--- config.mk ---
export PLATFORM = sky130hd
export DESIGN_NAME = multidim_tile_enumerator_top_flat
export DESIGN_NICKNAME = d
export VERILOG_FILES = /design/src/hw/rtl/mte_pkg.sv /design/src/hw/rtl/mte_if.sv /design/src/hw/rtl/multidim_tile_enumerator_top.sv /design/src/hw/rtl/mte_store.sv /design/src/hw/rtl/mte_walk.sv /design/src/flat_wrapper.sv
export SDC_FILE = /design/constraint.sdc
export NUM_CORES = 1
export LEC_CHECK = 0
export BUFFER_PORTS_ARGS = -buffer_cell sky130_fd_sc_hd__buf_4
export CORE_MARGIN = 4
export CORE_UTILIZATION = 44
export CTS_BUF_LIST = sky130_fd_sc_hd__clkbuf_16
export CTS_CLUSTER_SIZE = 24
export DETAILED_ROUTE_END_ITERATION = 12
export GPL_ROUTABILITY_DRIVEN = 0
export PLACE_DENSITY = 0.7
export SYNTH_ARGS = -nofsm -noshare
export SYNTH_HDL_FRONTEND = slang
export SYNTH_SLANG_ARGS = --single-unit
--- constraint.sdc ---
create_clock -name clk -period 6.6 [get_ports clk]
set_clock_uncertainty 0.05 [all_clocks]
set_input_delay 0.66 -clock clk [delete_from_list [all_inputs] [get_ports clk]]
set_output_delay 0.66 -clock clk [all_outputs]
set_load 0.02 [all_outputs]
--- src/hw/rtl/mte_pkg.sv ---
// shared constants and types of the tile enumerator
// no dependencies; compiled first
package mte_pkg;

	localparam int DIMS_DEF       = 4;
	localparam int COORD_BITS_DEF = 16;
	localparam int DIM_W          = 3;
	localparam int ACT_W          = 4;

	localparam logic [ACT_W-1:0] ACT_RESET = 4'd1;

	localparam logic REQ_LOAD = 1'b0;
	localparam logic REQ_STEP = 1'b1;

	// memory strobes from the walker to the store
	typedef struct packed {
		logic ld_we;
		logic cur_we;
		logic rd_en;
	} mte_mem_ctl_t;

endpackage

--- src/hw/rtl/mte_if.sv ---
// request and result channels of the tile enumerator
// depends on mte_pkg
interface mte_req_if #(
	parameter int COORD_BITS = mte_pkg::COORD_BITS_DEF
);
	logic                        valid;
	logic                        ready;
	logic                        req_type;
	logic [mte_pkg::DIM_W-1:0]   dim_index;
	logic [COORD_BITS-1:0]       outer_low;
	logic [COORD_BITS-1:0]       outer_high;
	logic [COORD_BITS:0]         tile_size;

	modport source (
		output valid, req_type, dim_index, outer_low, outer_high, tile_size,
		input  ready
	);
	modport sink (
		input  valid, req_type, dim_index, outer_low, outer_high, tile_size,
		output ready
	);
endinterface

interface mte_res_if #(
	parameter int COORD_BITS = mte_pkg::COORD_BITS_DEF
);
	logic                        valid;
	logic                        ready;
	logic [mte_pkg::DIM_W-1:0]   out_dim;
	logic [COORD_BITS-1:0]       tile_low;
	logic [COORD_BITS-1:0]       tile_high;
	logic                        last_dim;
	logic                        last_tile;

	modport source (
		output valid, out_dim, tile_low, tile_high, last_dim, last_tile,
		input  ready
	);
	modport sink (
		input  valid, out_dim, tile_low, tile_high, last_dim, last_tile,
		output ready
	);
endinterface

--- src/hw/rtl/multidim_tile_enumerator_top.sv ---
// top level of the tile enumerator: active-dimension register, walker and store
// depends on mte_pkg, mte_if, mte_store and mte_walk
//
// A load item writes one dimension's bounds and tile size and parks its cursor at
// the low bound as it is taken. A step item gives one result per active
// dimension (active_dims held to 1..DIMS), dimension 0 first: the single read port
// of the bound and cursor memories visits one dimension entry per cycle while the
// result side keeps up, and the odometer carry rides along that walk. When the
// carry reaches the last active dimension (always so with one dimension) that
// dimension's end flag is refreshed before the next item is taken. The last result
// of a step can wait in the output register while the next item is taken.
module multidim_tile_enumerator_top #(
	parameter int DIMS       = mte_pkg::DIMS_DEF,
	parameter int COORD_BITS = mte_pkg::COORD_BITS_DEF
) (
	input  logic                        clk,
	input  logic                        arst_n,
	input  logic                        cfg_we,
	input  logic [mte_pkg::ACT_W-1:0]   cfg_wdata,
	mte_req_if.sink                     req,
	mte_res_if.source                   res
);
	import mte_pkg::*;

	localparam int AW = (DIMS > 1) ? $clog2(DIMS) : 1;

	logic [ACT_W-1:0]      active_dims_q;
	mte_mem_ctl_t          ctl;
	logic [AW-1:0]         ld_addr;
	logic [COORD_BITS-1:0] ld_low;
	logic [COORD_BITS-1:0] ld_high;
	logic [COORD_BITS:0]   ld_edge;
	logic [AW-1:0]         cur_addr;
	logic [COORD_BITS-1:0] cur_data;
	logic [AW-1:0]         rd_addr;
	logic [COORD_BITS-1:0] rd_low;
	logic [COORD_BITS-1:0] rd_high;
	logic [COORD_BITS:0]   rd_edge;
	logic [COORD_BITS-1:0] rd_cur;

	always_ff @(posedge clk or negedge arst_n) begin
		if (!arst_n) begin
			active_dims_q <= ACT_RESET;
		end else if (cfg_we) begin
			active_dims_q <= cfg_wdata;
		end
	end

	mte_walk #(
		.DIMS       (DIMS),
		.COORD_BITS (COORD_BITS)
	) u_walk (
		.clk         (clk),
		.arst_n      (arst_n),
		.active_dims (active_dims_q),
		.req         (req),
		.res         (res),
		.ctl         (ctl),
		.ld_addr     (ld_addr),
		.ld_low      (ld_low),
		.ld_high     (ld_high),
		.ld_edge     (ld_edge),
		.cur_addr    (cur_addr),
		.cur_data    (cur_data),
		.rd_addr     (rd_addr),
		.rd_low      (rd_low),
		.rd_high     (rd_high),
		.rd_edge     (rd_edge),
		.rd_cur      (rd_cur)
	);

	mte_store #(
		.DIMS       (DIMS),
		.COORD_BITS (COORD_BITS)
	) u_store (
		.clk      (clk),
		.arst_n   (arst_n),
		.ctl      (ctl),
		.ld_addr  (ld_addr),
		.ld_low   (ld_low),
		.ld_high  (ld_high),
		.ld_edge  (ld_edge),
		.cur_addr (cur_addr),
		.cur_data (cur_data),
		.rd_addr  (rd_addr),
		.rd_low   (rd_low),
		.rd_high  (rd_high),
		.rd_edge  (rd_edge),
		.rd_cur   (rd_cur)
	);

endmodule

--- src/hw/rtl/mte_store.sv ---
// bound memory and cursor memory, one read port each with registered data
// depends on mte_pkg
module mte_store #(
	parameter int DIMS       = mte_pkg::DIMS_DEF,
	parameter int COORD_BITS = mte_pkg::COORD_BITS_DEF,
	localparam int AW        = (DIMS > 1) ? $clog2(DIMS) : 1
) (
	input  logic                      clk,
	input  logic                      arst_n,
	input  mte_pkg::mte_mem_ctl_t     ctl,
	input  logic [AW-1:0]             ld_addr,
	input  logic [COORD_BITS-1:0]     ld_low,
	input  logic [COORD_BITS-1:0]     ld_high,
	input  logic [COORD_BITS:0]       ld_edge,
	input  logic [AW-1:0]             cur_addr,
	input  logic [COORD_BITS-1:0]     cur_data,
	input  logic [AW-1:0]             rd_addr,
	output logic [COORD_BITS-1:0]     rd_low,
	output logic [COORD_BITS-1:0]     rd_high,
	output logic [COORD_BITS:0]       rd_edge,
	output logic [COORD_BITS-1:0]     rd_cur
);
	import mte_pkg::*;

	localparam int BW = 3 * COORD_BITS + 1;

	logic [BW-1:0]         bnd_mem [DIMS];
	logic [COORD_BITS-1:0] cur_mem [DIMS];
	logic [BW-1:0]         bnd_rd_q;
	logic [COORD_BITS-1:0] cur_rd_q;
	logic [DIMS-1:0]       cur_ok_q;
	logic                  cur_rd_ok_q;

	always_ff @(posedge clk) begin
		if (ctl.ld_we) begin
			bnd_mem[ld_addr] <= {ld_low, ld_high, ld_edge};
		end
		if (ctl.cur_we) begin
			cur_mem[cur_addr] <= cur_data;
		end
		if (ctl.rd_en) begin
			bnd_rd_q <= bnd_mem[rd_addr];
			cur_rd_q <= cur_mem[rd_addr];
		end
	end

	// cursors come out of reset at zero
	always_ff @(posedge clk or negedge arst_n) begin
		if (!arst_n) begin
			cur_ok_q    <= '0;
			cur_rd_ok_q <= 1'b0;
		end else begin
			if (ctl.cur_we) begin
				cur_ok_q[cur_addr] <= 1'b1;
			end
			if (ctl.rd_en) begin
				cur_rd_ok_q <= cur_ok_q[rd_addr];
			end
		end
	end

	assign rd_low  = bnd_rd_q[BW-1 -: COORD_BITS];
	assign rd_high = bnd_rd_q[COORD_BITS+1 +: COORD_BITS];
	assign rd_edge = bnd_rd_q[COORD_BITS:0];
	assign rd_cur  = cur_rd_ok_q ? cur_rd_q : '0;

endmodule

--- src/hw/rtl/mte_walk.sv ---
// request handling, dimension sequencer, odometer update and result register
// depends on mte_pkg and mte_if; drives the memories in mte_store
module mte_walk #(
	parameter int DIMS       = mte_pkg::DIMS_DEF,
	parameter int COORD_BITS = mte_pkg::COORD_BITS_DEF,
	localparam int AW        = (DIMS > 1) ? $clog2(DIMS) : 1
) (
	input  logic                        clk,
	input  logic                        arst_n,
	input  logic [mte_pkg::ACT_W-1:0]   active_dims,
	mte_req_if.sink                     req,
	mte_res_if.source                   res,
	output mte_pkg::mte_mem_ctl_t       ctl,
	output logic [AW-1:0]               ld_addr,
	output logic [COORD_BITS-1:0]       ld_low,
	output logic [COORD_BITS-1:0]       ld_high,
	output logic [COORD_BITS:0]         ld_edge,
	output logic [AW-1:0]               cur_addr,
	output logic [COORD_BITS-1:0]       cur_data,
	output logic [AW-1:0]               rd_addr,
	input  logic [COORD_BITS-1:0]       rd_low,
	input  logic [COORD_BITS-1:0]       rd_high,
	input  logic [COORD_BITS:0]         rd_edge,
	input  logic [COORD_BITS-1:0]       rd_cur
);
	import mte_pkg::*;

	localparam int SW = COORD_BITS + 2;

	localparam logic ST_IDLE = 1'b0;
	localparam logic ST_RUN  = 1'b1;

	logic                  state_q;
	logic [ACT_W-1:0]      n_q;
	logic [ACT_W-1:0]      rd_idx_q;
	logic                  last_q;
	logic                  carry_q;
	logic                  s1_valid_q;
	logic [AW-1:0]         s1_dim_q;
	logic [DIMS-1:0]       at_end_q;

	logic                  upd_valid_s2;
	logic [AW-1:0]         upd_dim_s2;
	logic [COORD_BITS-1:0] upd_cur_s2;
	logic [COORD_BITS:0]   upd_edge_s2;
	logic [COORD_BITS-1:0] upd_high_s2;

	logic                  out_valid_q;
	logic [DIM_W-1:0]      out_dim_q;
	logic [COORD_BITS-1:0] tile_low_q;
	logic [COORD_BITS-1:0] tile_high_q;
	logic                  last_dim_q;
	logic                  last_tile_q;

	logic [ACT_W-1:0]      n_use;
	logic [DIMS-1:0]       act_mask;
	logic                  tile_last;
	logic                  acc;
	logic                  acc_ld;
	logic                  acc_st;
	logic                  dim_ok;
	logic                  ld_end;
	logic                  adv;
	logic                  issue_run;
	logic                  s1_last;
	logic [SW-1:0]         sum;
	logic [SW-1:0]         top_raw;
	logic                  fits;
	logic [COORD_BITS-1:0] top;
	logic [COORD_BITS-1:0] new_cur;
	logic                  upd_end;

	// active count saturated into 1..DIMS
	always_comb begin
		if (active_dims == '0) begin
			n_use = ACT_W'(1);
		end else if (active_dims > ACT_W'(DIMS)) begin
			n_use = ACT_W'(DIMS);
		end else begin
			n_use = active_dims;
		end
		for (int d = 0; d < DIMS; d++) begin
			act_mask[d] = ACT_W'(d) < n_use;
		end
	end

	// final tile when no active dimension can still advance
	assign tile_last = &(at_end_q | ~act_mask);

	assign req.ready = (state_q == ST_IDLE) && !upd_valid_s2;
	assign acc       = req.valid && req.ready;
	assign dim_ok    = {1'b0, req.dim_index} < ACT_W'(DIMS);
	assign acc_ld    = acc && (req.req_type == REQ_LOAD) && dim_ok;
	assign acc_st    = acc && (req.req_type == REQ_STEP);

	assign ld_addr = req.dim_index[AW-1:0];
	assign ld_low  = req.outer_low;
	assign ld_high = (req.outer_high < req.outer_low) ? req.outer_low : req.outer_high;
	assign ld_edge = (req.tile_size == '0) ? (COORD_BITS+1)'(1) : req.tile_size;
	assign ld_end  = ({2'b00, ld_low} + {1'b0, ld_edge}) > {2'b00, ld_high};

	assign adv       = s1_valid_q && (!out_valid_q || res.ready);
	assign issue_run = (state_q == ST_RUN) && (rd_idx_q < n_q) && (!s1_valid_q || adv);
	assign rd_addr   = acc_st ? '0 : rd_idx_q[AW-1:0];
	assign s1_last   = (ACT_W'(s1_dim_q) + ACT_W'(1)) == n_q;

	// row of the dimension in stage one
	assign sum     = {2'b00, rd_cur} + {1'b0, rd_edge};
	assign top_raw = sum - SW'(1);
	assign fits    = sum <= {2'b00, rd_high};
	assign top     = (top_raw > {2'b00, rd_high}) ? rd_high : top_raw[COORD_BITS-1:0];
	assign new_cur = fits ? sum[COORD_BITS-1:0] : rd_low;

	assign upd_end = ({2'b00, upd_cur_s2} + {1'b0, upd_edge_s2}) > {2'b00, upd_high_s2};

	// loads and cursor updates never coincide: loads are taken only when idle
	assign ctl.ld_we  = acc_ld;
	assign ctl.cur_we = acc_ld || (adv && carry_q);
	assign ctl.rd_en  = acc_st || issue_run;
	assign cur_addr   = acc_ld ? req.dim_index[AW-1:0] : s1_dim_q;
	assign cur_data   = acc_ld ? req.outer_low : new_cur;

	always_ff @(posedge clk or negedge arst_n) begin
		if (!arst_n) begin
			state_q      <= ST_IDLE;
			n_q          <= ACT_RESET;
			rd_idx_q     <= '0;
			last_q       <= 1'b0;
			carry_q      <= 1'b0;
			s1_valid_q   <= 1'b0;
			at_end_q     <= '1;
			upd_valid_s2 <= 1'b0;
			out_valid_q  <= 1'b0;
		end else begin
			case (state_q)
				ST_IDLE: begin
					if (acc_st) begin
						state_q  <= ST_RUN;
						n_q      <= n_use;
						rd_idx_q <= ACT_W'(1);
						last_q   <= tile_last;
						carry_q  <= 1'b1;
					end
				end
				ST_RUN: begin
					if (issue_run) begin
						rd_idx_q <= rd_idx_q + ACT_W'(1);
					end
					if (adv && carry_q && fits) begin
						carry_q <= 1'b0;
					end
					if (adv && s1_last) begin
						state_q <= ST_IDLE;
					end
				end
				default: begin
					state_q <= ST_IDLE;
				end
			endcase

			if (ctl.rd_en) begin
				s1_valid_q <= 1'b1;
			end else if (adv) begin
				s1_valid_q <= 1'b0;
			end

			upd_valid_s2 <= adv && carry_q;

			if (acc_ld) begin
				at_end_q[ld_addr] <= ld_end;
			end
			if (upd_valid_s2) begin
				at_end_q[upd_dim_s2] <= upd_end;
			end

			if (adv) begin
				out_valid_q <= 1'b1;
			end else if (res.ready) begin
				out_valid_q <= 1'b0;
			end
		end
	end

	always_ff @(posedge clk) begin
		if (ctl.rd_en) begin
			s1_dim_q <= rd_addr;
		end
		if (adv) begin
			upd_dim_s2  <= s1_dim_q;
			upd_cur_s2  <= new_cur;
			upd_edge_s2 <= rd_edge;
			upd_high_s2 <= rd_high;
			out_dim_q   <= DIM_W'(s1_dim_q);
			tile_low_q  <= rd_cur;
			tile_high_q <= top;
			last_dim_q  <= s1_last;
			last_tile_q <= last_q;
		end
	end

	assign res.valid     = out_valid_q;
	assign res.out_dim   = out_dim_q;
	assign res.tile_low  = tile_low_q;
	assign res.tile_high = tile_high_q;
	assign res.last_dim  = last_dim_q;
	assign res.last_tile = last_tile_q;

endmodule

--- src/flat_wrapper.sv ---
// flat-port wrapper written by rule: the top's interface ports become plain ports
module multidim_tile_enumerator_top_flat import mte_pkg::*;
#(
	parameter int DIMS       = mte_pkg::DIMS_DEF,
	parameter int COORD_BITS = mte_pkg::COORD_BITS_DEF
)
  (clk, arst_n, cfg_we, cfg_wdata, req_valid, req_req_type, req_dim_index, req_outer_low, req_outer_high, req_tile_size, req_ready, res_valid, res_out_dim, res_tile_low, res_tile_high, res_last_dim, res_last_tile, res_ready);
  mte_req_if #(.COORD_BITS(COORD_BITS)) req_i ();
  mte_res_if #(.COORD_BITS(COORD_BITS)) res_i ();
  input  logic clk;
  input  logic arst_n;
  input  logic cfg_we;
  input  logic [mte_pkg::ACT_W-1:0] cfg_wdata;
  input wire logic [$bits(req_i.valid)-1:0] req_valid;
  input wire logic [$bits(req_i.req_type)-1:0] req_req_type;
  input wire logic [$bits(req_i.dim_index)-1:0] req_dim_index;
  input wire logic [$bits(req_i.outer_low)-1:0] req_outer_low;
  input wire logic [$bits(req_i.outer_high)-1:0] req_outer_high;
  input wire logic [$bits(req_i.tile_size)-1:0] req_tile_size;
  output wire logic [$bits(req_i.ready)-1:0] req_ready;
  output wire logic [$bits(res_i.valid)-1:0] res_valid;
  output wire logic [$bits(res_i.out_dim)-1:0] res_out_dim;
  output wire logic [$bits(res_i.tile_low)-1:0] res_tile_low;
  output wire logic [$bits(res_i.tile_high)-1:0] res_tile_high;
  output wire logic [$bits(res_i.last_dim)-1:0] res_last_dim;
  output wire logic [$bits(res_i.last_tile)-1:0] res_last_tile;
  input wire logic [$bits(res_i.ready)-1:0] res_ready;
  assign req_i.valid = req_valid;
  assign req_i.req_type = req_req_type;
  assign req_i.dim_index = req_dim_index;
  assign req_i.outer_low = req_outer_low;
  assign req_i.outer_high = req_outer_high;
  assign req_i.tile_size = req_tile_size;
  assign req_ready = req_i.ready;
  assign res_valid = res_i.valid;
  assign res_out_dim = res_i.out_dim;
  assign res_tile_low = res_i.tile_low;
  assign res_tile_high = res_i.tile_high;
  assign res_last_dim = res_i.last_dim;
  assign res_last_tile = res_i.last_tile;
  assign res_i.ready = res_ready;
  multidim_tile_enumerator_top #(.DIMS(DIMS), .COORD_BITS(COORD_BITS)) u_core (.clk(clk), .arst_n(arst_n), .cfg_we(cfg_we), .cfg_wdata(cfg_wdata), .req(req_i), .res(res_i));
endmodule
* Word-level counts from Yosys, hierarchy flattened
Memories as Yosys holds them, arrays and structs flattened. A register that Yosys moved wholly into a read port is not among the register bits.
Index checks and enable logic that the tools add are counted.
** Cells by class
- Muxes and demuxes :: 39
- Add/sub/neg operators :: 6
- Equal/unequal tests :: 4
- Reduce and logical (&&, ||, !) cells :: 29
- Magnitude comparators :: 19
- Bitwise logic cells :: 5
** Operator list (number)
- 2-to-1 mux 16 bit :: 5
- adder 16 x 17 -> 18 bit :: 3
- > comparator 18 x 16 -> 1 bit :: 3
- 2-to-1 mux 4 bit :: 6
- <= comparator 18 x 16 -> 1 bit :: 1
- subtractor 18 x 1 -> 18 bit (second input constant) :: 1
- zero test 17 bit :: 1
- 2-to-1 mux 17 bit :: 1
- < comparator 16 bit :: 1
- 2-to-1 mux 1 bit :: 16
- logical AND 1 bit :: 14
- < comparator 2 x 3 -> 1 bit (second input constant) :: 4
- bitwise mux 4 bit :: 2
- < comparator 1 x 4 -> 1 bit (first input constant) :: 2
- < comparator 2 x 4 -> 1 bit (first input constant) :: 2
- OR 4 bit :: 2
- one-hot mux 4 bit (2 select lines) :: 1
- demux 1 bit (select 2 bit) :: 3
- greater-or-equal comparator 2 x 1 -> 1 bit (second input constant) :: 3
- AND reduction 2 bit :: 3
- adder 4 x 1 -> 4 bit (second input constant) :: 1
- == test 3 x 4 -> 1 bit :: 1
- > comparator 4 x 3 -> 1 bit (second input constant) :: 1
- zero test 4 bit :: 1
- other kinds (14) :: 24
** Storage, ports and cells
- Bits in registers :: 114
- RAM bits :: 260
- Memories kept :: 2
** Memory list
- u_core.u_store.bnd_mem :: words 4, width 49, read ports 1, clocked after memory_dff 1, wr ports 1, RTL line mte_store.sv:27 : logic [BW-1:0] bnd_mem [DIMS];
- u_core.u_store.cur_mem :: words 4, width 16, read ports 1, clocked after memory_dff 1, wr ports 1, RTL line mte_store.sv:28 : logic [COORD_BITS-1:0] cur_mem [DIMS];

* Logic depth before layout (Yosys ltp)
Gate-level depths: netlist of the first run.
- Word-level depth :: 11
- Depth in mapped cells :: 23

* Modules after synthesis
Synthesis of the first run repeated with hierarchy kept, for this count alone.
** Second synthesis, totals
- Cell total of the unflattened synthesis :: 1358
- Area total of the unflattened synthesis :: 21017.7 sq um
** Modules (own cells, without submodules)
- mte_store :: times used 1, cells an instance 447, area an instance 11725.0 sq um, sequential area each 9884.5 sq um
- mte_walk :: times used 1, cells an instance 903, area an instance 9146.3 sq um, sequential area each 3069.2 sq um
- multidim_tile_enumerator_top :: times used 1, cells an instance 8, area an instance 146.4 sq um, sequential area each 101.3 sq um

* Worst setup path after synthesis of the first run
OpenSTA, ideal clock, no wires.
- Path type :: flip-flop to flip-flop
- Start point :: register u_core.u_walk.upd_valid_s2
- End point :: memory u_core.u_store.cur_mem[0][0] (netlist bit) (enable)
- Data required time :: 6.157 ns
- Arrival :: 5.697 ns
- Setup time :: 0.393 ns
- Setup slack :: 0.460 ns
- Stages on the path, launching flop included :: 7
- Buffers on the path :: 1
- Path through :: dfrtp_1 nor2_1 nand2_1 or3_1 clkbuf_1 nor3_1 o21bai_1
** Between the ends
- Cells in the longest elaborated chain, start to end :: 8
- Elaborated cells between the ends (all ways) :: 9
** RTL lines
- start, declared :: RTL line mte_walk.sv:42 : logic upd_valid_s2;
- start signal, assigned :: RTL line mte_walk.sv:167 : upd_valid_s2 <= adv && carry_q;
- zero test 1 bit * :: RTL line mte_walk.sv:90 : assign req.ready = (state_q == ST_IDLE) && !upd_valid_s2;
- logical AND 1 bit * :: RTL line mte_walk.sv:90
- named net req_ready :: RTL line flat_wrapper.sv:20 : output wire logic [$bits(req_i.ready)-1:0] req_ready;
- logical AND 1 bit * :: RTL line mte_walk.sv:91 : assign acc = req.valid && req.ready;
- logical AND 1 bit * (2 in series) :: RTL line mte_walk.sv:93 : assign acc_ld = acc && (req.req_type == REQ_LOAD) && dim_ok;
- logical OR 1 bit :: RTL line mte_walk.sv:118 : assign ctl.cur_we = acc_ld || (adv && carry_q);
- 2-to-1 mux 1 bit :: RTL line mte_store.sv:38 : if (ctl.cur_we) begin
- 2-to-1 mux 1 bit (not written as such) :: RTL line mte_store.sv:39 : cur_mem[cur_addr] <= cur_data;
- end, declared :: RTL line mte_store.sv:28
The timed path passes the listed nets; every way through them passes the cells marked *.

* Final worst setup path of the first run
- Start point :: register u_core.u_store.cur_rd_ok_q
- End point :: register u_core.u_walk.tile_high_q[3] (netlist: u_core.u_walk.res.tile_high[3]) (data pin)
** Between the ends
- Cells in the longest elaborated chain, start to end :: 5
** RTL lines
- start, declared :: RTL line mte_store.sv:32 : logic cur_rd_ok_q;
- start signal, assigned :: RTL line mte_store.sv:57 : cur_rd_ok_q <= cur_ok_q[rd_addr];
- 2-to-1 mux 16 bit * :: RTL line mte_store.sv:65 : assign rd_cur = cur_rd_ok_q ? cur_rd_q : '0;
- named net u_core.rd_cur[0] :: RTL line multidim_tile_enumerator_top.sv:39 : logic [COORD_BITS-1:0] rd_cur;
- adder 16 x 17 -> 18 bit * :: RTL line mte_walk.sv:108 : assign sum = {2'b00, rd_cur} + {1'b0, rd_edge};
- subtractor 18 x 1 -> 18 bit * :: RTL line mte_walk.sv:109 : assign top_raw = sum - SW'(1);
- > comparator 18 x 16 -> 1 bit :: RTL line mte_walk.sv:111 : assign top = (top_raw > {2'b00, rd_high}) ? rd_high : top_raw[COORD_BITS-1:0];
- 2-to-1 mux 16 bit * :: RTL line mte_walk.sv:111
- named net u_core.u_walk.top[3] :: RTL line mte_walk.sv:69 : logic [COORD_BITS-1:0] top;
- end signal, assigned :: RTL line mte_walk.sv:195 : tile_high_q <= top;
- end, declared :: RTL line mte_walk.sv:51 : logic [COORD_BITS-1:0] tile_high_q;
Marks and branches as above.
A chain may end at the register's enable or synchronous reset.

==> results.cfg, run 1 <==
[die]
rows = 80
die_area_sq_um = 52420
ioPinCount = 101
start_util_pct = 44.71
die_x_um = 229.0
fp.dieH_um = 229.0
core_area_sq_um = 48050

[sta]
setup_viol = 0
worst_slack_ns = 0.3153
rsz0062_at_grt = false
worst_slew_pin_slew_ns = 1.123
timing.slew.headroom_pct = 24.86
maxSlewViolCount = 0
fin_setup_tns_ns = 0
finalHoldViolCount = 0
fin_crit_ns = 6.285
max_freq_mhz = 159.1
min_period_over_period_pct = 95.22

[drt]
via_count = 14240
wl_per_cell_um = 22.32
vias_per_cell = 5.839
drt_iter0_drc = 1472
drt_wl_total_um = 54410
antenna_left = 0
firstDrtPassIters = 5
drc_errors = 0

[yosys]
async_reset_ff_share_pct = 6.150
synth.top_cell.area_share_pct = 57.59
synth_area_leaders = edfxtp_1 58%, ha_1 7.7%, nand2_1 3.2%
synthCells = 1697
synth_seq_cells = 439
synth_ff_type = edfxtp_1
syn_area_sq_um = 21480
avgSynthCellArea_sq_um = 12.66
synth_edf_count = 412
synth_cell_types = 71
yosysWarnings = 0
synth-seq-area-share_pct = 60.77
synth_top_area_cell = edfxtp_1
syn-num-nets = 1895

[layout]
final_nets = 1983
drive_gt1_share_pct = 14.87
filler_cell_count = 4089
areaGrowthSynthToFinish_pct = 13.43
multiInputGateArea_sq_um = 7831
fin_area_sq_um = 24370
final-seq-area_sq_um = 13060

[min_path]
hold_class = input pin to register

[global_routing]
grt_max_degree = 86
grt.overflow.total = 0
antenna_found_initial = 3
grt_usage_pct = 20.18
grt_pass1_vias = 13820
grt_pass1_wl_um = 81280

[setup_path]
cp_max_fo = 17
crit_required_ns = 6.87
endpoint = u_core.u_walk.res.tile_high[3]$_DFFE_PP_
r2r_cells = 20
cpPeakStageDelay_ns = 0.52
crit_start = u_core.u_store.cur_rd_ok_q$_DFFE_PN0P_
cp_data_arrival_time_ns = 6.56
r2r-start = u_core.u_store.cur_rd_ok_q$_DFFE_PN0P_
path_buf_inv = 0
r2r_slack_ns = 0.32
critPathKind = register to register
worstSetupEndpointType = register
crit_family = simple AND/OR/NAND/NOR gates
path_depth = 20
critPathLaunchType = register
cp_slowest_cell = dfrtp_1
r2r-end = u_core.u_walk.res.tile_high[3]$_DFFE_PP_
path_cells = and2_1 -> ha_1 -> fa_1 -> a21o_1 -> a221o_1 -> xor2_1 -> a2111oi_2 -> nand3_1 -> or4_4 -> xnor2_1 -> ha_1 -> nand3_1 -> nor3_1 -> nand2_1 -> o21ai_0 -> a31oi_1 -> or4_1 -> o32a_1 -> o31ai_4 -> mux2_2

[power_and_ir_drop]
seqPwrFrac_pct = 32.8
netSwitchingFraction_pct = 40.80
ir_worst_vdd_v = 0.0003936
p_per_area_nw_per_um2 = 600.5
power_frac_comb_pct = 49.9
p_switching_mw = 5.970
p_int_mw = 8.661
p_leak_nw = 9.224
p_clk_share_pct = 17.3

[run_status]
status = finished, final reports clean

[place]
hpwl_um = 38150
place_ws_ns = 0.3788
placedInstanceArea_sq_um = 22880
port_buffers = 99

[cts]
clockRootBuffer = clkbuf_16
cts.path.max_buffers = 3
ctsHtreeMaxLevel = 2
clk_pin_slew_worst_paths_ns = 0.06
cts_resized = 0
cts_buffers = 45
cts.sinks = 439
clk_latency_ns = 0.58
cts_tree = yes

[flow_run]
drv_cap = 0
[flip-flops by register name, summed over array words and instances (netlist names), 4 cells and up]
name / flops
u_core.u_walk.res.tile_high: 16
u_core.u_walk.n_q: 4
u_core.u_walk.upd_cur_s2: 16
u_core.u_walk.rd_idx_q: 4
u_core.u_store.cur_ok_q: 4
u_core.u_walk.upd_high_s2: 16
u_core.u_store.cur_mem: 64
u_core.u_walk.upd_edge_s2: 17
u_core.u_store.bnd_rd_q: 49
u_core.active_dims_q: 4
u_core.u_store.bnd_mem: 196
u_core.u_walk.res.tile_low: 16
u_core.u_store.cur_rd_q: 16
u_core.u_walk.at_end_q: 4
[per-layer routing]
| layer | part of all wire (%) | vias up | GRT usage (%) | wire, um |
|---|---|---|---|---|
| met5 | 0.015 | - | 0 | 8 |
| met1 | 42 | 6961 | 27.43 | 23000 |
| li1 | - | 6612 | - | - |
| met3 | 7.0 | 115 | 3.714 | 3814 |
| met4 | 3.7 | 2 | 7.607 | 1999 |
| met2 | 47 | 545 | 32.46 | 25580 |
[final cells by class]
type,instances,share of cell area [%]
inverter,81,1.248
clock inverter,39,1.428
clock buffer,45,4.622
multi-input combinational,1095,32.14
sequential,439,53.59
tap,615,3.158
timing repair buffer,123,3.800
antenna,1,0.01027
[worst reg2reg max path: stages, from the launching register on]
cell,delay [ns]
dfrtp_1,0.52
and2_1,0.23
ha_1,0.21
fa_1,0.41
a21o_1,0.21
a221o_1,0.38
xor2_1,0.23
a2111oi_2,0.38
nand3_1,0.24
or4_4,0.51
xnor2_1,0.17
ha_1,0.35
nand3_1,0.11
nor3_1,0.27
nand2_1,0.08
o21ai_0,0.09
a31oi_1,0.14
or4_1,0.45
o32a_1,0.34
o31ai_4,0.26
mux2_2,0.43
[synth_stat cells (26+ instances only)]
library cell	n
a21o_1	41
o21ai_0	39
nand4_1	36
mux2_2	41
xor2_1	27
inv_1	81
nor2b_1	73
clkbuf_1	68
edfxtp_1	412
a211oi_1	71
nand2_1	184
xnor2_1	26
nand3_1	30
a31oi_1	73
ha_1	133
nor2_1	39
a21oi_1	57
[through the flow]
step | hold WS [ns] | std cells | utilization [%] | total power, mW
6_report | 0.2357 | 2438 | 50.71 | 14.63
5_1_grt | 0.2417 | 2437 | 50.71 | 15.52
4_1_cts | 0.2119 | 2437 | 50.71 | 14.65
3_5_place_dp | 0.3953 | 2352 | 47.62 | 12.09
3_3_place_gp | 0.3971 | 2352 | 47.62 | 11.83
2_1_floorplan | 0.3144 | 1697 | - | 9.775
[repair_timing]
item / 4_1_cts / 5_1_grt
hold buffers: 1 / 0
hold endpoints to repair: 21 / 0
setup buffers: 0 / 0
[layout by cell type (no fill, tap or decap), drive strengths merged, types with 22 or more instances in the layout]
cell type / instances
mux2: 52
o21ai: 42
nand4: 36
xor2: 27
inv: 97
clkbuf: 45
buf: 122
xnor2: 26
nand2: 184
nor2b: 73
nor2: 39
and3: 24
ha: 133
a211oi: 72
a31oi: 74
a21o: 41
o211ai: 22
nand3: 30
a21oi: 58
edfxtp: 412
[power groups by stage]
stage / Clock, mW / Combinational, mW / Sequential (mW)
CTS: 2.57 / 7.27 / 4.81
global route: 2.69 / 7.98 / 4.86
floorplan: 0 / 4.99 / 4.78
finish: 2.53 / 7.30 / 4.80
detailed placement: 0 / 7.23 / 4.86
global placement: 0 / 6.98 / 4.85
[cells by family after synthesis]
family                   synth area share [%]
adder cells (fa/ha/maj)                 8.026
multiplexers                            3.087
AO/OA/AOI/OAI                           11.77
XOR/XNOR                                2.161
other                                 0.01746
AND/OR/NAND/NOR                         11.22
buffers and inverters                   2.947
flip-flops                              60.77
[worst min path at each step]
stage,startpoint,to,slack [ns],depth (start not counted)
after floorplan,arst_n,u_core.active_dims_q[1]$_DFFE_PN0P_,0.31,0
after global placement,u_core.u_store.cur_ok_q[2]$_DFFE_PN0N_,u_core.u_store.cur_ok_q[2]$_DFFE_PN0N_,0.40,1
after detailed placement,u_core.u_store.bnd_rd_q[2]$_DFFE_PP_,u_core.u_walk.upd_edge_s2[2]$_DFFE_PP_,0.40,0
after CTS,cfg_we,u_core.active_dims_q[0]$_DFFE_PN1P_,0.21,2
after global routing,req_tile_size[2],u_core.u_store.bnd_mem[3][2]$_DFFE_PP_,0.24,1
final,cfg_we,u_core.active_dims_q[0]$_DFFE_PN1P_,0.24,2
No activity file was read; power rests on OpenSTA's default activity.
==> run 2: changes to the inputs <==
- CELL_PAD_IN_SITES_DETAIL_PLACEMENT: default -> 1
- CELL_PAD_IN_SITES_GLOBAL_PLACEMENT: default -> 1
- PLACE_DENSITY: 0.7 -> 0.81
==> results.cfg, run 2 (same netlist as run 1, synthesis figures left out) <==
[layout]
largest_register_ffs = 196
final_cell_mix = 412 x edfxtp_1, 182 x nand2_1, 133 x ha_1, 121 x buf_4, 93 x inv_1
filler_cell_count = 4923
multiInputGateArea_sq_um = 7844
final_cells = 2439
drive_gt1_share_pct = 14.48
areaGrowthSynthToFinish_pct = 12.97
final_nets = 1983
final-seq-area_sq_um = 13060
largestRegisters = u_core.u_store.bnd_mem x196, u_core.u_store.cur_mem x64, u_core.u_store.bnd_rd_q x49
final_common_cell = edfxtp_1
regMostFlops = u_core.u_store.bnd_mem

[drt]
firstDrtPassIters = 5
wl_per_cell_um = 25.41
vias_per_cell = 5.968
drt_iter0_drc = 1168
via_count = 14560
drt_wl_total_um = 61990
antenna_left = 0
drc_errors = 0

[sta]
min_period_over_period_pct = 95.60
max_freq_mhz = 158.5
fin_setup_tns_ns = 0
rsz0062_at_grt = false
finalHoldViolCount = 0
worst_slack_ns = 0.2905
worst_slew_pin_slew_ns = 1.146
setup_viol = 0
fin_crit_ns = 6.309
timing.slew.headroom_pct = 23.60
maxSlewViolCount = 0

[die]
die_area_sq_um = 52420
die_x_um = 229.0
ioPinCount = 101
start_util_pct = 44.71
fp.dieH_um = 229.0
core_area_sq_um = 48050
rows = 80

[cts]
cts.sinks = 439
clockRootBuffer = clkbuf_16
cts_tree = yes
clk_latency_ns = 0.59
cts_buffers = 46
ctsHtreeMaxLevel = 2
cts.path.max_buffers = 3
clk_pin_slew_worst_paths_ns = 0.06

[setup_path]
critPathLaunchType = register
r2r_slack_ns = 0.29
worstSetupEndpointType = register
cp_data_arrival_time_ns = 6.58
cp_max_fo = 17
critPathKind = register to register
crit_required_ns = 6.87
r2r_cells = 20

[min_path]
holdPathStages = 2
hold_class = input pin to register

[global_routing]
grt_usage_pct = 23.34
grt_max_degree = 88
antenna_found_initial = 6
grt_pass1_wl_um = 94040
grt.overflow.total = 0
grt_pass1_vias = 15510

[place]
hpwl_um = 43920
port_buffers = 99
dpl.cell_count = 2351
place_ws_ns = 0.2885

[run_status]
status = finished, final reports clean

[flow_run]
drv_cap = 0
## run 2: worst paths after layout
check | to | from
setup / recovery | u_core.u_walk.res.tile_high[0]$_DFFE_PP_ | u_core.u_store.cur_rd_ok_q$_DFFE_PN0P_
hold / removal | u_core.active_dims_q[0]$_DFFE_PN1P_ | cfg_we
setup reg to reg | u_core.u_walk.res.tile_high[0]$_DFFE_PP_ | u_core.u_store.cur_rd_ok_q$_DFFE_PN0P_
hold reg to reg | u_core.u_walk.res.last_tile$_DFFE_PP_ | u_core.u_walk.last_q$_DFFE_PN0P_
max in group asynchronous | u_core.u_walk.rd_idx_q[0]$_DFFE_PN0P_ | arst_n
min in group asynchronous | u_core.active_dims_q[1]$_DFFE_PN0P_ | arst_n
## run 2: layer usage
| metal | GRT usage [%] | up-vias | part of all wire, % |
|---|---|---|---|
| met4 | 6.676 | 0 | 2.6 |
| met2 | 40.36 | 473 | 50 |
| li1 | - | 6594 | - |
| met3 | 3.801 | 89 | 5.4 |
| met1 | 30.51 | 7401 | 42 |
| met5 | 0 | - | 0 |
## run 2: through the flow
stage / util (%) / area (sq um) / hold WS [ns]
finish: 50.51 / 24270 / 0.2482
global placement: 47.60 / 22870 / 0.3864
detailed placement: 47.60 / 22870 / 0.3900
CTS: 50.47 / 24250 / 0.2028
global route: 50.50 / 24260 / 0.2368
floorplan: - / 21480 / 0.3144
## run 2: final cells by class
cell class / instances / area share [%]
Antenna cell: 1 / 0.01031
Inverter: 81 / 1.253
Clock buffer: 46 / 4.743
Tap cell: 615 / 3.171
Timing Repair Buffer: 122 / 3.784
Multi-Input combinational cell: 1095 / 32.32
Sequential cell: 439 / 53.82
Clock inverter: 40 / 0.8971
## run 2: timing repair
item,4_1_cts,5_1_grt
gates resized for setup,0,2
endpoints found under the hold margin,21,0
endpoints found under the setup margin,0,15
hold buffers,1,0
buffers inserted,0,0
## run 2: critical path, cell delays in order, from the launching register on
cell and delay (ns):
dfrtp_2 0.51, and2_1 0.20, ha_1 0.22, fa_1 0.42
a21o_1 0.22, a221o_1 0.38, a31oi_4 0.22, xnor2_1 0.18
or3_1 0.38, or4_4 0.54, xnor2_1 0.19, ha_1 0.35
nand3_1 0.10, nor3_1 0.29, nand2_1 0.09, o21ai_0 0.09
a31oi_1 0.12, or4_1 0.45, o32a_1 0.35, o31ai_4 0.26
mux2_2 0.43
Power of run 2 is left out: the tool's default activity adds up to more than one toggle a clock period on the data nets, which glitch-free logic cannot reach.
==> run 3: changes to the inputs <==
- PLACE_DENSITY: 0.81 -> 0.79
- SYNTH_HIERARCHICAL: default -> 1
==> results.cfg, run 3 <==
[run_status]
status = finished, final reports clean

[place]
port_buffers = 99
place_ws_ns = 0.1539
hpwl_um = 37930

[setup_path]
r2r_cells = 21
path_cells = buf_4 -> and2_1 -> fa_1 -> a211oi_2 -> nor2_1 -> o31ai_1 -> a21oi_1 -> xor2_1 -> or4_1 -> or2_2 -> nor3_1 -> xor2_1 -> ha_1 -> nand2_1 -> nor2_1 -> a221oi_1 -> a41oi_1 -> nor4b_1 -> a22oi_2 -> buf_12 -> mux2_2
cp_data_arrival_time_ns = 6.36
worstSetupEndpointType = register
cp_max_fo = 16
critPathKind = register to register
crit_required_ns = 6.86
r2r_slack_ns = 0.51
r2r-start = u_core/u_store/cur_rd_ok_q$_DFFE_PN0P_
r2r-end = u_core/u_walk/res.tile_high[0]$_DFFE_PP_
cp_slowest_cell = or4_1
critPathLaunchType = register
cpPeakStageDelay_ns = 0.58

[sta]
rsz0062_at_grt = false
max_freq_mhz = 164.1
maxSlewViolCount = 0
setup_viol = 0
whs_ns = 0.2594
fin_setup_tns_ns = 0
worst_slew_pin_slew_ns = 1.226
min_period_over_period_pct = 92.33
worst_slack_ns = 0.5060
timing.slew.headroom_pct = 18.28
finalHoldViolCount = 0
fin_crit_ns = 6.094

[yosys]
synth_ff_type = edfxtp_1
synth.most_common_cell = edfxtp_1
synth_top_area_cell = edfxtp_1
synthCells = 1358
synth_common_cells = 412 x edfxtp_1, 133 x ha_1, 74 x inv_1, 65 x mux4_2, 60 x mux2_2
synth_cell_types = 72
syn_area_sq_um = 21020
synth-compound-area-share_pct = 6.048
synth.top_cell.area_share_pct = 58.86
async_reset_ff_share_pct = 6.150
yosys.area_share.xor_xnor_pct = 2.292
synth_seq_cells = 439
synth_fa_ha_area_share_pct = 8.203
yosysWarnings = 6
synth_edf_count = 412
syn-num-nets = 1556
avgSynthCellArea_sq_um = 15.48
synthSimpleGateAreaFrac_pct = 6.078
synth_mux_area_share_pct = 12.02
synth_area_leaders = edfxtp_1 59%, ha_1 7.9%, mux4_2 7.0%
synth_top_family_by_area = multiplexers
synth-seq-area-share_pct = 62.11

[drt]
via_count = 12100
antenna_left = 0
wl_per_cell_um = 24.87
drc_errors = 0
drt_wl_total_um = 52320
vias_per_cell = 5.750
firstDrtPassIters = 7
drt_iter0_drc = 1040

[cts]
cts.sinks = 439
cts_buffers = 45
cts.path.max_buffers = 3
clk_pin_slew_worst_paths_ns = 0.06
cts_tree = yes
ctsHtreeMaxLevel = 2
clk_latency_ns = 0.58
cts_resized = 0
clockRootBuffer = clkbuf_16

[layout]
final_cell_mix = 412 x edfxtp_1, 133 x ha_1, 119 x buf_4, 80 x inv_1, 65 x mux4_2
largestRegisters = u_core/u_store/bnd_mem x196, u_core/u_store/cur_mem x64, u_core/u_store/bnd_rd_q x49
drive_gt1_share_pct = 23.18
largest_register_ffs = 196
final_common_cell = edfxtp_1
areaGrowthSynthToFinish_pct = 13.30
diodes = 0
final_nets = 1663
filler_cell_count = 4572
post-route-util_pct = 50.83
regMostFlops = u_core/u_store/bnd_mem
multiInputGateArea_sq_um = 7337
final-seq-area_sq_um = 13060

[flow_run]
drv_cap = 0

[die]
die_area_sq_um = 51330
ioPinCount = 101
fp.dieH_um = 226.6
start_util_pct = 44.86
rows = 79
die_x_um = 226.6
core_area_sq_um = 46850

[global_routing]
grt_usage_pct = 20.85
antenna_found_initial = 3
grt_pass1_vias = 13180
grt.overflow.total = 0
grt_max_degree = 82
grt_pass1_wl_um = 80850

[min_path]
min_to = u_core/u_store/bnd_mem[3][14]$_DFFE_PP_
hold_class = input pin to register
holdPathStages = 1
min_from = req_tile_size[14]
-- run 3: cell types whose count changed in the layout (fill, tap and decap cells not counted), moves of 23 or more --
cell,previous run,this run
nor2b_1,73,13
nand2_1,182,48
a31oi_1,73,4
a211oi_1,71,7
nand4_1,36,13
mux4_2,0,65
-- run 3: worst max-delay path by stage --
stage	from	endpoint	slack [ns]
after floorplan	u_core/u_walk/state_q$_DFF_PN0_	u_core/u_store/bnd_mem[0][0]$_DFFE_PP_	1.0
after global placement	u_core/u_store/cur_rd_ok_q$_DFFE_PN0P_	u_core/u_walk/res.tile_high[0]$_DFFE_PP_	0.41
after detailed placement	u_core/u_store/cur_rd_ok_q$_DFFE_PN0P_	u_core/u_walk/res.tile_high[0]$_DFFE_PP_	0.15
after CTS	u_core/u_store/cur_rd_ok_q$_DFFE_PN0P_	u_core/u_walk/res.tile_high[0]$_DFFE_PP_	0.07
after global routing	u_core/u_store/cur_rd_ok_q$_DFFE_PN0P_	u_core/u_walk/res.tile_high[6]$_DFFE_PP_	0.02
final	u_core/u_store/cur_rd_ok_q$_DFFE_PN0P_	u_core/u_walk/res.tile_high[0]$_DFFE_PP_	0.51
-- run 3: layer usage --
layer,wire [um],vias up,GRT usage (%)
li1,-,5448,-
met1,23400,6273,29.50
met2,25650,312,34.79
met3,2258,65,2.563
met4,1005,0,5.185
met5,0,-,0
-- run 3: metrics by stage --
step / std cells / area [sq um]
3_5_place_dp: 2023 / 22320
2_1_floorplan: 1358 / 21020
5_1_grt: 2104 / 23810
6_report: 2104 / 23810
4_1_cts: 2103 / 23790
3_3_place_gp: 2023 / 22320
-- run 3: cell families (layout without fill, tap and decap cells) --
kind of cell / Yosys count / after routing
DFF: 439 / 439
and+or+nand+nor: 239 / 239
AOI/OAI and AO/OA: 194 / 194
muxes: 159 / 159
adders and majority gates: 136 / 136
buffers and inverters: 135 / 274
xor gates and xnor gates: 55 / 55
other: 1 / 1
-- run 3: what timing repair did --
action,4_1_cts,5_1_grt
hold buffers,1,0
buffers inserted,0,1
endpoints found under the hold margin,21,0
endpoints found under the setup margin,0,16
-- run 3: layout make-up --
| type | instances | area share (%) |
|---|---|---|
| sequential | 439 | 54.82 |
| multi-input combinational | 784 | 30.81 |
| clock buffer | 45 | 4.729 |
| timing repair buffer | 121 | 3.878 |
| tap | 607 | 3.189 |
| clock inverter | 34 | 1.403 |
| inverter | 74 | 1.166 |
-- run 3: worst max-delay path: cells and delay by family, from the launching register on --
| family | cells | cell delay [ns] |
|---|---|---|
| multiplexers | 1 | 0.29 |
| XOR/XNOR | 2 | 0.43 |
| AO/OA/AOI/OAI | 6 | 1.46 |
| flip-flops | 1 | 0.39 |
| adder cells (fa/ha/maj) | 2 | 0.78 |
| AND/OR/NAND/NOR | 8 | 2.04 |
| buffers and inverters | 2 | 0.38 |
Power of run 3 is left out for the same reason.
